`src/design/gsrm_pkg.sv`:
```
`timescale 1ns / 1ps
// ----------------------------------------------------------------------------
// gsrm_pkg
// Shared types and constants of the greedy solid rectangle merge block.
// ----------------------------------------------------------------------------
package gsrm_pkg;

  localparam int ROW_W       = 8;   // solid flags per row
  localparam int XW          = $clog2(ROW_W);
  localparam int WW          = $clog2(ROW_W + 1);
  localparam int CELL_W      = 5;   // cell coordinates and extents, grid up to 31
  localparam int BP_W        = 8;
  localparam int CFG_W       = 20;
  localparam int CFG_IDX_W   = 2;
  localparam int POS_W       = 21;
  localparam int EXT_W       = 11;
  localparam int PROD_W      = CELL_W + BP_W;
  localparam int EXTENT_MAX  = 2047;
  localparam int MAX_RESULTS = 32;
  localparam int FOUND_W     = $clog2(MAX_RESULTS + 1);

  localparam logic [BP_W-1:0] BP_RESET = BP_W'(16);

  typedef enum logic [CFG_IDX_W-1:0] {
    CFG_BLOCK_PIXELS = 2'd0,
    CFG_ORIGIN_X     = 2'd1,
    CFG_ORIGIN_Y     = 2'd2
  } cfg_idx_t;

  typedef enum logic [1:0] {
    ST_LOAD,
    ST_SCAN,
    ST_DONE
  } state_t;

  // Controls broadcast from the scan controller to every row lane
  typedef struct packed {
    logic              load;
    logic [CELL_W-1:0] load_row;
    logic [ROW_W-1:0]  wdata;
    logic              clear;
    logic              mark;
    logic [ROW_W-1:0]  run;
    logic [CELL_W-1:0] top;
    logic [CELL_W-1:0] stop;
  } lane_ctl_t;

  // One rectangle in cell units on its way to the pixel stage
  typedef struct packed {
    logic              strobe;
    logic              rect_valid;
    logic [CELL_W-1:0] x;
    logic [CELL_W-1:0] y;
    logic [CELL_W-1:0] w;
    logic [CELL_W-1:0] h;
    logic              last;
  } emit_t;

endpackage

```
`src/design/gsrm_lane.sv`:
```
`timescale 1ns / 1ps
// ----------------------------------------------------------------------------
// gsrm_lane
// One grid row: holds its solid and visited flags, reports free cells and
// whether the current run fits, and marks the run visited when covered.
// ----------------------------------------------------------------------------
module gsrm_lane
  import gsrm_pkg::*;
#(
  parameter int LANE = 0
) (
  input  logic             clk,
  input  lane_ctl_t        lane_ctl_i,
  output logic [ROW_W-1:0] free_row_o,
  output logic             fits_o
);

  logic [ROW_W-1:0] solid_r;
  logic [ROW_W-1:0] visited_r;
  logic             hit;

  // Row lies inside the rectangle being placed
  assign hit = (CELL_W'(LANE) >= lane_ctl_i.top) && (CELL_W'(LANE) < lane_ctl_i.stop);

  assign free_row_o = solid_r & ~visited_r;
  assign fits_o     = ((free_row_o & lane_ctl_i.run) == lane_ctl_i.run);

  // Load the row on its transfer
  always_ff @(posedge clk) begin
    if (lane_ctl_i.load && (lane_ctl_i.load_row == CELL_W'(LANE))) begin
      solid_r <= lane_ctl_i.wdata;
    end
  end

  // Clear per grid, mark covered cells
  always_ff @(posedge clk) begin
    if (lane_ctl_i.clear) begin
      visited_r <= '0;
    end else if (lane_ctl_i.mark && hit) begin
      visited_r <= visited_r | lane_ctl_i.run;
    end
  end

endmodule

```
`src/design/gsrm_scan.sv`:
```
`timescale 1ns / 1ps
// ----------------------------------------------------------------------------
// gsrm_scan
// Row loader and scan controller: finds the next free run in the current
// row, merges the lane fit flags into a height, and issues rectangles.
// ----------------------------------------------------------------------------
module gsrm_scan
  import gsrm_pkg::*;
#(
  parameter int GRID_SIDE = 8
) (
  input  logic                 clk,
  input  logic                 rst_n,
  input  logic                 start,
  input  logic [ROW_W-1:0]     row_mask_i,
  input  logic [ROW_W-1:0]     free_rows_i [GRID_SIDE],
  input  logic [GRID_SIDE-1:0] fits_i,
  output logic                 busy_o,
  output lane_ctl_t            lane_ctl_o,
  output emit_t                emit_o
);

  localparam int YW   = $clog2(GRID_SIDE);
  localparam int HW   = $clog2(GRID_SIDE + 1);
  localparam int COLS = (GRID_SIDE < ROW_W) ? GRID_SIDE : ROW_W;
  localparam logic [ROW_W-1:0] COL_MASK = ROW_W'((1 << COLS) - 1);

  state_t             state_r, state_nxt;
  logic [YW-1:0]      load_cnt_r, load_cnt_nxt;
  logic [YW-1:0]      y_r, y_nxt;
  logic [FOUND_W-1:0] found_r, found_nxt;
  logic               pend_valid_r, pend_valid_nxt;
  emit_t              pend_r, pend_nxt;

  logic [ROW_W-1:0]   free;
  logic [ROW_W-1:0]   low;
  logic [ROW_W:0]     carry_sum;
  logic [ROW_W-1:0]   run;
  logic [XW-1:0]      cell_x;
  logic [WW-1:0]      cell_w;
  logic [YW:0]        shamt;
  logic [GRID_SIDE:0] below;
  logic [GRID_SIDE:0] gap;
  logic [GRID_SIDE:0] gap_low;
  logic [HW-1:0]      ones;
  logic [HW-1:0]      cell_h;

  // Find the first free run of the current row and its height
  always_comb begin
    free      = free_rows_i[y_r];
    low       = free & (~free + ROW_W'(1));
    carry_sum = {1'b0, free} + {1'b0, low};
    run       = free & ~carry_sum[ROW_W-1:0];
    cell_x    = '0;
    for (int i = 0; i < ROW_W; i++) begin
      if (low[i]) begin
        cell_x = cell_x | XW'(i);
      end
    end
    cell_w  = WW'($countones(run));
    shamt   = {1'b0, y_r} + (YW+1)'(1);
    below   = {1'b0, fits_i} >> shamt;
    gap     = ~below;
    gap_low = gap & (~gap + (GRID_SIDE+1)'(1));
    ones    = '0;
    for (int i = 0; i <= GRID_SIDE; i++) begin
      if (gap_low[i]) begin
        ones = ones | HW'(i);
      end
    end
    cell_h = ones + HW'(1);
  end

  // Next state, lane controls and rectangle issue
  always_comb begin
    state_nxt      = state_r;
    load_cnt_nxt   = load_cnt_r;
    y_nxt          = y_r;
    found_nxt      = found_r;
    pend_valid_nxt = pend_valid_r;
    pend_nxt       = pend_r;
    busy_o         = 1'b1;
    emit_o         = '0;

    lane_ctl_o          = '0;
    lane_ctl_o.load_row = CELL_W'(load_cnt_r);
    lane_ctl_o.wdata    = row_mask_i & COL_MASK;
    lane_ctl_o.run      = run;
    lane_ctl_o.top      = CELL_W'(y_r);
    lane_ctl_o.stop     = CELL_W'(y_r) + CELL_W'(cell_h);

    unique case (state_r)
      ST_LOAD: begin
        busy_o = 1'b0;
        if (start) begin
          lane_ctl_o.load = 1'b1;
          if (load_cnt_r == YW'(GRID_SIDE - 1)) begin
            load_cnt_nxt     = '0;
            lane_ctl_o.clear = 1'b1;
            y_nxt            = '0;
            found_nxt        = '0;
            pend_valid_nxt   = 1'b0;
            state_nxt        = ST_SCAN;
          end else begin
            load_cnt_nxt = load_cnt_r + YW'(1);
          end
        end
      end
      ST_SCAN: begin
        if (free == '0) begin
          // Row fully covered: advance or finish
          if (y_r == YW'(GRID_SIDE - 1)) begin
            state_nxt = ST_DONE;
          end else begin
            y_nxt = y_r + YW'(1);
          end
        end else begin
          lane_ctl_o.mark = 1'b1;
          if (pend_valid_r && (found_r == FOUND_W'(MAX_RESULTS))) begin
            // Result limit reached: close with the held rectangle, drop the rest
            emit_o            = pend_r;
            emit_o.strobe     = 1'b1;
            emit_o.rect_valid = 1'b1;
            emit_o.last       = 1'b1;
            state_nxt         = ST_LOAD;
          end else begin
            if (pend_valid_r) begin
              emit_o            = pend_r;
              emit_o.strobe     = 1'b1;
              emit_o.rect_valid = 1'b1;
              emit_o.last       = 1'b0;
            end
            pend_nxt       = '0;
            pend_nxt.x     = CELL_W'(cell_x);
            pend_nxt.y     = CELL_W'(y_r);
            pend_nxt.w     = CELL_W'(cell_w);
            pend_nxt.h     = CELL_W'(cell_h);
            pend_valid_nxt = 1'b1;
            found_nxt      = found_r + FOUND_W'(1);
          end
        end
      end
      ST_DONE: begin
        // Close the grid; an empty grid gives one invalid item
        emit_o.strobe = 1'b1;
        emit_o.last   = 1'b1;
        if (pend_valid_r) begin
          emit_o.rect_valid = 1'b1;
          emit_o.x          = pend_r.x;
          emit_o.y          = pend_r.y;
          emit_o.w          = pend_r.w;
          emit_o.h          = pend_r.h;
        end
        state_nxt = ST_LOAD;
      end
      default: begin
        state_nxt = ST_LOAD;
      end
    endcase
  end

  // Control state
  always_ff @(posedge clk) begin
    if (!rst_n) begin
      state_r      <= ST_LOAD;
      load_cnt_r   <= '0;
      y_r          <= '0;
      found_r      <= '0;
      pend_valid_r <= 1'b0;
    end else begin
      state_r      <= state_nxt;
      load_cnt_r   <= load_cnt_nxt;
      y_r          <= y_nxt;
      found_r      <= found_nxt;
      pend_valid_r <= pend_valid_nxt;
    end
  end

  // Held rectangle
  always_ff @(posedge clk) begin
    pend_r <= pend_nxt;
  end

endmodule

```
`src/design/gsrm_out.sv`:
```
`timescale 1ns / 1ps
// ----------------------------------------------------------------------------
// gsrm_out
// Configuration registers and the pixel stage: scales cell rectangles by
// the block size, adds the origin, saturates extents and registers results.
// ----------------------------------------------------------------------------
module gsrm_out
  import gsrm_pkg::*;
(
  input  logic                 clk,
  input  logic                 rst_n,
  input  logic                 cfg_we,
  input  logic [CFG_IDX_W-1:0] cfg_index,
  input  logic [CFG_W-1:0]     cfg_wdata,
  input  emit_t                emit_i,
  output logic                 out_strobe,
  output logic                 out_rect_valid,
  output logic [POS_W-1:0]     out_rect_x,
  output logic [POS_W-1:0]     out_rect_y,
  output logic [EXT_W-1:0]     out_rect_width,
  output logic [EXT_W-1:0]     out_rect_height,
  output logic                 out_last_rect
);

  logic [BP_W-1:0]   blk_r;
  logic [CFG_W-1:0]  org_x_r;
  logic [CFG_W-1:0]  org_y_r;

  logic              strobe_r;
  logic              valid_r, last_r;
  logic [POS_W-1:0]  x_r, x_nxt;
  logic [POS_W-1:0]  y_r, y_nxt;
  logic [EXT_W-1:0]  w_r, w_nxt;
  logic [EXT_W-1:0]  h_r, h_nxt;

  logic [PROD_W-1:0] prod_x, prod_y, prod_w, prod_h;

  function automatic logic [EXT_W-1:0] ext_sat(input logic [PROD_W-1:0] p);
    ext_sat = (p > PROD_W'(EXTENT_MAX)) ? EXT_W'(EXTENT_MAX) : p[EXT_W-1:0];
  endfunction

  // Write configuration registers
  always_ff @(posedge clk) begin
    if (!rst_n) begin
      blk_r   <= BP_RESET;
      org_x_r <= '0;
      org_y_r <= '0;
    end else if (cfg_we) begin
      unique case (cfg_index)
        CFG_BLOCK_PIXELS: blk_r   <= cfg_wdata[BP_W-1:0];
        CFG_ORIGIN_X:     org_x_r <= cfg_wdata;
        CFG_ORIGIN_Y:     org_y_r <= cfg_wdata;
        default: ;
      endcase
    end
  end

  // Scale to pixels; an invalid item carries all zero fields
  always_comb begin
    prod_x = PROD_W'(emit_i.x) * PROD_W'(blk_r);
    prod_y = PROD_W'(emit_i.y) * PROD_W'(blk_r);
    prod_w = PROD_W'(emit_i.w) * PROD_W'(blk_r);
    prod_h = PROD_W'(emit_i.h) * PROD_W'(blk_r);
    if (emit_i.rect_valid) begin
      x_nxt = POS_W'(prod_x) + POS_W'(org_x_r);
      y_nxt = POS_W'(prod_y) + POS_W'(org_y_r);
      w_nxt = ext_sat(prod_w);
      h_nxt = ext_sat(prod_h);
    end else begin
      x_nxt = '0;
      y_nxt = '0;
      w_nxt = '0;
      h_nxt = '0;
    end
  end

  // Result strobe
  always_ff @(posedge clk) begin
    if (!rst_n) begin
      strobe_r <= 1'b0;
    end else begin
      strobe_r <= emit_i.strobe;
    end
  end

  // Hold result payload until the next transfer
  always_ff @(posedge clk) begin
    if (emit_i.strobe) begin
      valid_r <= emit_i.rect_valid;
      last_r  <= emit_i.last;
      x_r     <= x_nxt;
      y_r     <= y_nxt;
      w_r     <= w_nxt;
      h_r     <= h_nxt;
    end
  end

  assign out_strobe      = strobe_r;
  assign out_rect_valid  = valid_r;
  assign out_last_rect   = last_r;
  assign out_rect_x      = x_r;
  assign out_rect_y      = y_r;
  assign out_rect_width  = w_r;
  assign out_rect_height = h_r;

endmodule

```
`src/design/greedy_solid_rect_merge_top.sv`:
```
`timescale 1ns / 1ps
// Loading: one row per cycle while busy is low; a grid of GRID_SIDE rows takes GRID_SIDE
// transfers. Scan: busy while the controller walks the rows, placing one rectangle per
// step and stepping past each fully covered row (at most 32 rectangles issued).
// Results: a result shows in the cycle after the next rectangle is found; the last
// shows in the cycle busy falls. No stalls.
// Reset (synchronous, rst_n low): load counter cleared, registers to defaults.
// ----------------------------------------------------------------------------
// greedy_solid_rect_merge_top
// Covers a square grid of solid flags with rectangles in raster order and
// reports each rectangle in pixels.
// ----------------------------------------------------------------------------
module greedy_solid_rect_merge_top
  import gsrm_pkg::*;
#(
  parameter int GRID_SIDE = 8
) (
  input  logic                 clk,
  input  logic                 rst_n,
  input  logic                 start,
  output logic                 busy,
  input  logic [ROW_W-1:0]     in_row_solid_mask,
  input  logic                 cfg_we,
  input  logic [CFG_IDX_W-1:0] cfg_index,
  input  logic [CFG_W-1:0]     cfg_wdata,
  output logic                 out_strobe,
  output logic                 out_rect_valid,
  output logic [POS_W-1:0]     out_rect_x,
  output logic [POS_W-1:0]     out_rect_y,
  output logic [EXT_W-1:0]     out_rect_width,
  output logic [EXT_W-1:0]     out_rect_height,
  output logic                 out_last_rect
);

  lane_ctl_t            lane_ctl;
  emit_t                emit;
  logic [ROW_W-1:0]     free_rows [GRID_SIDE];
  logic [GRID_SIDE-1:0] fits;

  // Scan controller and merge
  gsrm_scan #(
    .GRID_SIDE (GRID_SIDE)
  ) u_scan (
    .clk         (clk),
    .rst_n       (rst_n),
    .start       (start),
    .row_mask_i  (in_row_solid_mask),
    .free_rows_i (free_rows),
    .fits_i      (fits),
    .busy_o      (busy),
    .lane_ctl_o  (lane_ctl),
    .emit_o      (emit)
  );

  // One lane per grid row
  for (genvar i = 0; i < GRID_SIDE; i++) begin : g_lane
    gsrm_lane #(
      .LANE (i)
    ) u_lane (
      .clk        (clk),
      .lane_ctl_i (lane_ctl),
      .free_row_o (free_rows[i]),
      .fits_o     (fits[i])
    );
  end

  // Pixel stage and configuration
  gsrm_out u_out (
    .clk             (clk),
    .rst_n           (rst_n),
    .cfg_we          (cfg_we),
    .cfg_index       (cfg_index),
    .cfg_wdata       (cfg_wdata),
    .emit_i          (emit),
    .out_strobe      (out_strobe),
    .out_rect_valid  (out_rect_valid),
    .out_rect_x      (out_rect_x),
    .out_rect_y      (out_rect_y),
    .out_rect_width  (out_rect_width),
    .out_rect_height (out_rect_height),
    .out_last_rect   (out_last_rect)
  );

endmodule

```
`config.mk`:
```
export PLATFORM = sky130hd
export DESIGN_NAME = greedy_solid_rect_merge_top
export DESIGN_NICKNAME = d
export VERILOG_FILES = /design/src/design/gsrm_pkg.sv /design/src/design/gsrm_lane.sv /design/src/design/gsrm_scan.sv /design/src/design/gsrm_out.sv /design/src/design/greedy_solid_rect_merge_top.sv
export SDC_FILE = /design/constraint.sdc
export NUM_CORES = 1
export LEC_CHECK = 0
export BUFFER_PORTS_ARGS = -buffer_cell sky130_fd_sc_hd__clkbuf_2
export CAP_MARGIN = 20
export CORE_MARGIN = 5
export CORE_UTILIZATION = 57
export CTS_BUF_LIST = sky130_fd_sc_hd__clkbuf_16
export CTS_CLUSTER_SIZE = 30
export DETAILED_ROUTE_END_ITERATION = 7
export GPL_TIMING_DRIVEN = 1
export PLACE_DENSITY = 0.77
export RECOVER_POWER = 25
export SKIP_CTS_REPAIR_TIMING = 1
export SLEW_MARGIN = 20
export SYNTH_ARGS = -nofsm -noshare
export SYNTH_HDL_FRONTEND = slang
export SYNTH_HIERARCHICAL = 1
export SYNTH_SLANG_ARGS = --single-unit
```
`constraint.sdc`:
```
create_clock -name clk -period 7.9 [get_ports clk]
set_clock_uncertainty 0.15 [all_clocks]
set_input_delay 1.58 -clock clk [delete_from_list [all_inputs] [get_ports clk]]
set_output_delay 1.58 -clock clk [all_outputs]
set_load 0.02 [all_outputs]
```
---- Word-level counts from Yosys, hierarchy flattened ----
Index checks and enable logic that the tools add are counted.
word-level totals
  bits of input ports ..................... 34
  register bits after elaboration ......... 272
  word-level logic and storage cells ...... 242
  output and inout bits ................... 68
operators by class
  reduce and logical (&&, ||, !) cells .... 40
  shift-type cells ........................ 1
  mux-type cells .......................... 52
  bitwise operators ....................... 42
  $mul .................................... 4
  equality and inequality tests ........... 29
  $lt $le $gt $ge ......................... 19
  add/subtract/negate cells ............... 18
operator list
  cell                                                                     count
  8-bit bitwise AND                                                        18
  8-bit NOT                                                                10
  23-bit two-way mux                                                       3
  8-bit == test                                                            8
  8-bit OR                                                                 8
  5-bit by 8-bit multiplier with 13-bit output                             4
  23-bit case mux with 2 select lines                                      1
  13-bit by 20-bit adder with 21-bit output                                2
  3-bit two-way mux                                                        9
  13-bit by 11-bit > comparator with 1-bit output (second input constant)  2
  1-bit logical AND                                                        25
  8-bit binary-select mux with 3-bit select                                1
  6-bit two-way mux                                                        4
  11-bit two-way mux                                                       2
  21-bit two-way mux                                                       1
  3-bit by 5-bit < comparator with 1-bit output (first input constant)     4
  2-bit two-way mux                                                        9
  9-bit NOT                                                                2
  8-bit two-way mux                                                        2
  3-bit == test (second input constant)                                    5
  1-bit two-way mux                                                        15
  4-bit adder                                                              3
  3-bit >= comparator (first input constant)                               4
  6-bit case mux with 2 select lines                                       1
  41 further kinds                                                         62

---- Longest topological paths before layout ----
  depth after elaboration ................. 31
  gate-level depth with buffers ........... 32
  mapped depth without buffers ............ 29

---- Cells and area by module ----
The synthesis kept the hierarchy.
by module, submodules not included
  module                         area an instance (µm²)  times used  cells each  seq. area each (µm²)
  gsrm_out                       10044.6                 1           1059        2962.8
  gsrm_scan                      3096.7                  1           339         720.7
  gsrm_lane at g_lane[6].u_lane  696.9                   1           60          400.4
  gsrm_lane at g_lane[4].u_lane  693.2                   1           60          400.4
  gsrm_lane at g_lane[0].u_lane  665.6                   1           53          400.4
  gsrm_lane at g_lane[7].u_lane  664.4                   1           59          400.4
  gsrm_lane at g_lane[3].u_lane  656.9                   1           59          400.4
  gsrm_lane at g_lane[2].u_lane  653.1                   1           51          400.4
  gsrm_lane at g_lane[1].u_lane  644.4                   1           51          400.4
  gsrm_lane at g_lane[5].u_lane  641.9                   1           59          400.4

---- Worst setup path after synthesis ----
Ideal clock, no wire load.
  path kind ............................... flip-flop to flip-flop
  from .................................... register u_scan.y_r[0]
  to ...................................... register g_lane[2].u_lane.visited_r[3]
  path buffers ............................ 3
  stages on the path, launching flop included .. 30
  setup slack ............................. 0.384 ns
  setup time .............................. 0.117 ns
  data required time ...................... 7.633 ns
  period minus slack after synthesis ...... 7.516 ns
  data arrival time ....................... 7.249 ns
  cell sequence ........................... dfxtp_1 > buf_4 > buf_6 > buf_6 > mux4_2 > mux2_2 > inv_1 > ha_1 > a2111oi_4 > a211oi_2 > a22oi_1 > nor2_1 > inv_1 > o22ai_1 > nor4_1 > mux2_2 > and3_1 > o21bai_1 > a311oi_1 > a31oi_1 > nand2b_1 > nand4_1 > ha_1 > ha_1 > a21o_1 > a21oi_1 > xnor2_1 > a2111oi_0 > a2111oi_4 > a22o_1
RTL lines
  what                      line              source
  start: declaration        gsrm_scan.sv:30   logic [YW-1:0] y_r, y_nxt;
  start signal: assignment  gsrm_scan.sv:173  y_r <= y_nxt;
  end signal: assignment    gsrm_lane.sv:40   visited_r <= visited_r | lane_ctl_i.run;
  end: declaration          gsrm_lane.sv:19   logic [ROW_W-1:0] visited_r;

==> key figures <==
Run status
  • Status: finished, final reports clean

Clocking
  • CTS root buffer: clkbuf_16
  • CTS sink count: 272
  • Clock transition at the registers of the reported paths: 60 ps
  • Cts bufs inserted: 31
  • CTS Buffer Depth: 3
  • CTS tree: built
  • Later-pin clock latency in the skew report: 570 ps
  • H-tree levels: 1

Power and ir drop
  • Clk pwr share: 44.4%
  • Total net switching power: 736 uW
  • Comb pwr share: 7.0%
  • Leak: 8.38 nW
  • Power density over the cells: 154 mW/mm^2
  • Switching Share: 23.7%
  • Internal power: 2.38 mW
  • Peak supply drop: 0.215 mV
  • Sequential share of power: 48.6%

Worst hold path
  • Hold crit path type: register to register

Setup path
  • Number of cells on the critical path: 22
  • Setup slack, reg-to-reg: 430 ps
  • Worst Path Arrival: 7580 ps
  • Worst flop-to-flop path startpoint: u_scan/y_r[0]
  • Critical path class: register to register
  • R2R Path End: u_out/out_rect_y[17]
  • Worst Setup SP: u_scan/y_r[0]
  • Critical Path End: u_out/out_rect_y[17]
  • CP top delay family: adder cells
  • Max FO, Critical Path: 33
  • CP Launch Type: register
  • Critical-path cell list: mux4_2 > mux2_2 > inv_1 > ha_1 > inv_1 > a21o_1 > nor4_4 > buf_4 > a21oi_2 > o211a_4 > and2_1 > and2_1 > fa_1 > fa_1 > fa_1 > ha_1 > and3_4 > a2111oi_4 > a211oi_4 > a221oi_4 > or3_1 > a21oi_1
  • Critical Path RT: 8020 ps
  • Most frequent cell on the critical path: fa_1
  • Crit path capture type: register
  • R2r worst-path depth: 22
  • CP max stage delay: 550 ps
  • Critical Path Slowest Stage Cell: mux4_2
  • Buf+Inv Stages, Crit Path: 3

Timing
  • Setup TNS: 0 ps
  • RSZ-0062 raised after global routing: no
  • Final worst path period share: 94.5%
  • Setup-failing EPs final: 0
  • Final Slew Violations: 0
  • Post-route worst setup slack: 434 ps
  • Worst-Margin Slew: 982 ps
  • Slew margin rel.: 34.3%
  • Final Hold Vio Count: 0
  • Fmax: 134 MHz
  • Min Tclk post-route: 7470 ps

Finish
  • ANT cells: 0
  • Fin area: 0.0203 sq mm
  • Share of layout cells above drive strength 1: 12.6%
  • Commonest non-fill, non-tap cells in the layout: inv_1, nand2_1, edfxtp_1
  • Commonest non-fill, non-tap cell in the layout: inv_1
  • Final core utilization: 63.9%
  • Nets: 2176
  • Fillers: 2536
  • P&R area growth vs syn: 10.1%

Route
  • Final wirelength: 42.1 mm
  • 1st-pass router iterations: 5
  • First DRT Iteration DRCs: 1021
  • Final ANT Viol Nets: 0
  • Vias per inst: 5.76
  • Wirelength per Cell: 17.9 microns
  • Residual DRC: 0
  • Vias: 13600

Floorplanning
  • Top Ports: 102
  • Row count: 65
  • Die X: 190 microns
  • Initial Utilization: 58.0%
  • Core ar.: 0.0317 sq mm
  • Die area: 0.0360 sq mm
  • Die H: 190 microns

Logic synthesis
  • Synth warnings: 6
  • Synthesized cell area: 0.0184 sq mm
  • Avg Synthesized Cell Area: 10.0 sq um
  • Synth Instances: 1837

Global routing
  • GRT Total Usage: 23.3%
  • Maximum number of pins on one net before global-route repair: 67
  • Total gr overflow: 0
  • Initial antenna violation count: 0
  • First-pass GRT wire length: 69.0 mm
  • Vias in the first global route: 13600

Flow run
  • Max-Cap Viols: 0

Placed design
  • RD Place Congestion: 0.914
  • Worst slack at placement: 276 ps
  • Port Buffers: 101
  • Area after DPL: 0.0193 sq mm
  • HPWL after DPL: 30.8 mm
==> power by group through the flow <==
| stage | clock network, mW | registers (mW) | logic [mW] |
|---|---|---|---|
| after floorplan | 0 | 1.53 | 0.163 |
| after global placement | 0 | 1.54 | 0.207 |
| after detailed placement | 0 | 1.54 | 0.212 |
| after CTS | 1.41 | 1.51 | 0.214 |
| after global routing | 1.47 | 1.51 | 0.242 |
| final | 1.38 | 1.51 | 0.217 |
==> layer usage <==
metal  wire length, microns  vias to the layer above  track usage, %
met1                  17400                     6557            29.7
met2                  20900                      436            41.4
li1                       -                     6502               -
met5                      0                        -               0
met4                   1550                        0            7.65
met3                   2280                      104            2.75
==> per-stage QoR <==
stage | cells | power [mW] | hold slack, ps
final | 2360 | 3.11 | 319
after global routing | 2360 | 3.23 | 329
after CTS | 2357 | 3.13 | 318
after detailed placement | 2299 | 1.76 | 304
after global placement | 2299 | 1.75 | 295
after floorplan | 1846 | 1.69 | 283
==> cell type report <==
type	instances	area [sq um]	area share [%]
Inverter	202	761	3.75
Sequential cell	272	6890	34.0
Timing Repair Buffer	135	737	3.64
Clock buffer	32	801	3.95
Multi-Input combinational cell	1291	10400	51.3
Clock inverter	26	185	0.914
Tap cell	402	503	2.48
==> sequential cells by signal, indices dropped and copies added (netlist names) <==
signal / count
u_scan/y_r: 3
u_out/out_rect_y: 21
u_out/org_x_r: 20
g_lane.u_lane/solid_r: 64
u_scan/state_r: 2
u_scan/pend_valid_r: 1
u_out/out_last_rect: 1
u_out/out_rect_height: 11
u_out/out_rect_valid: 1
u_out/out_rect_x: 21
u_scan/pend_r: 14
u_scan/found_r: 6
u_out/org_y_r: 20
u_scan/load_cnt_r: 3
u_out/out_rect_width: 11
u_out/blk_r: 8
u_out/out_strobe: 1
g_lane.u_lane/visited_r: 64
==> tightest hold or removal path, cell delays in order (launching register included) <==
cell and delay, ps:
dfxtp_1 330, nand2b_1 60, o31ai_1 50
==> worst min-delay path by stage <==
stage | start | end | slack [ps] | cells past startpoint
floorplan | g_lane[4].u_lane/visited_r[0] | g_lane[4].u_lane/visited_r[0] | 280 | 2
global placement | g_lane[4].u_lane/visited_r[0] | g_lane[4].u_lane/visited_r[0] | 290 | 2
detailed placement | g_lane[4].u_lane/visited_r[1] | g_lane[4].u_lane/visited_r[1] | 300 | 2
CTS | g_lane[4].u_lane/visited_r[1] | g_lane[4].u_lane/visited_r[1] | 320 | 2
global route | g_lane[4].u_lane/visited_r[4] | g_lane[4].u_lane/visited_r[4] | 330 | 2
finish | g_lane[4].u_lane/visited_r[4] | g_lane[4].u_lane/visited_r[4] | 320 | 2
(Power assumes the default switching activity.)
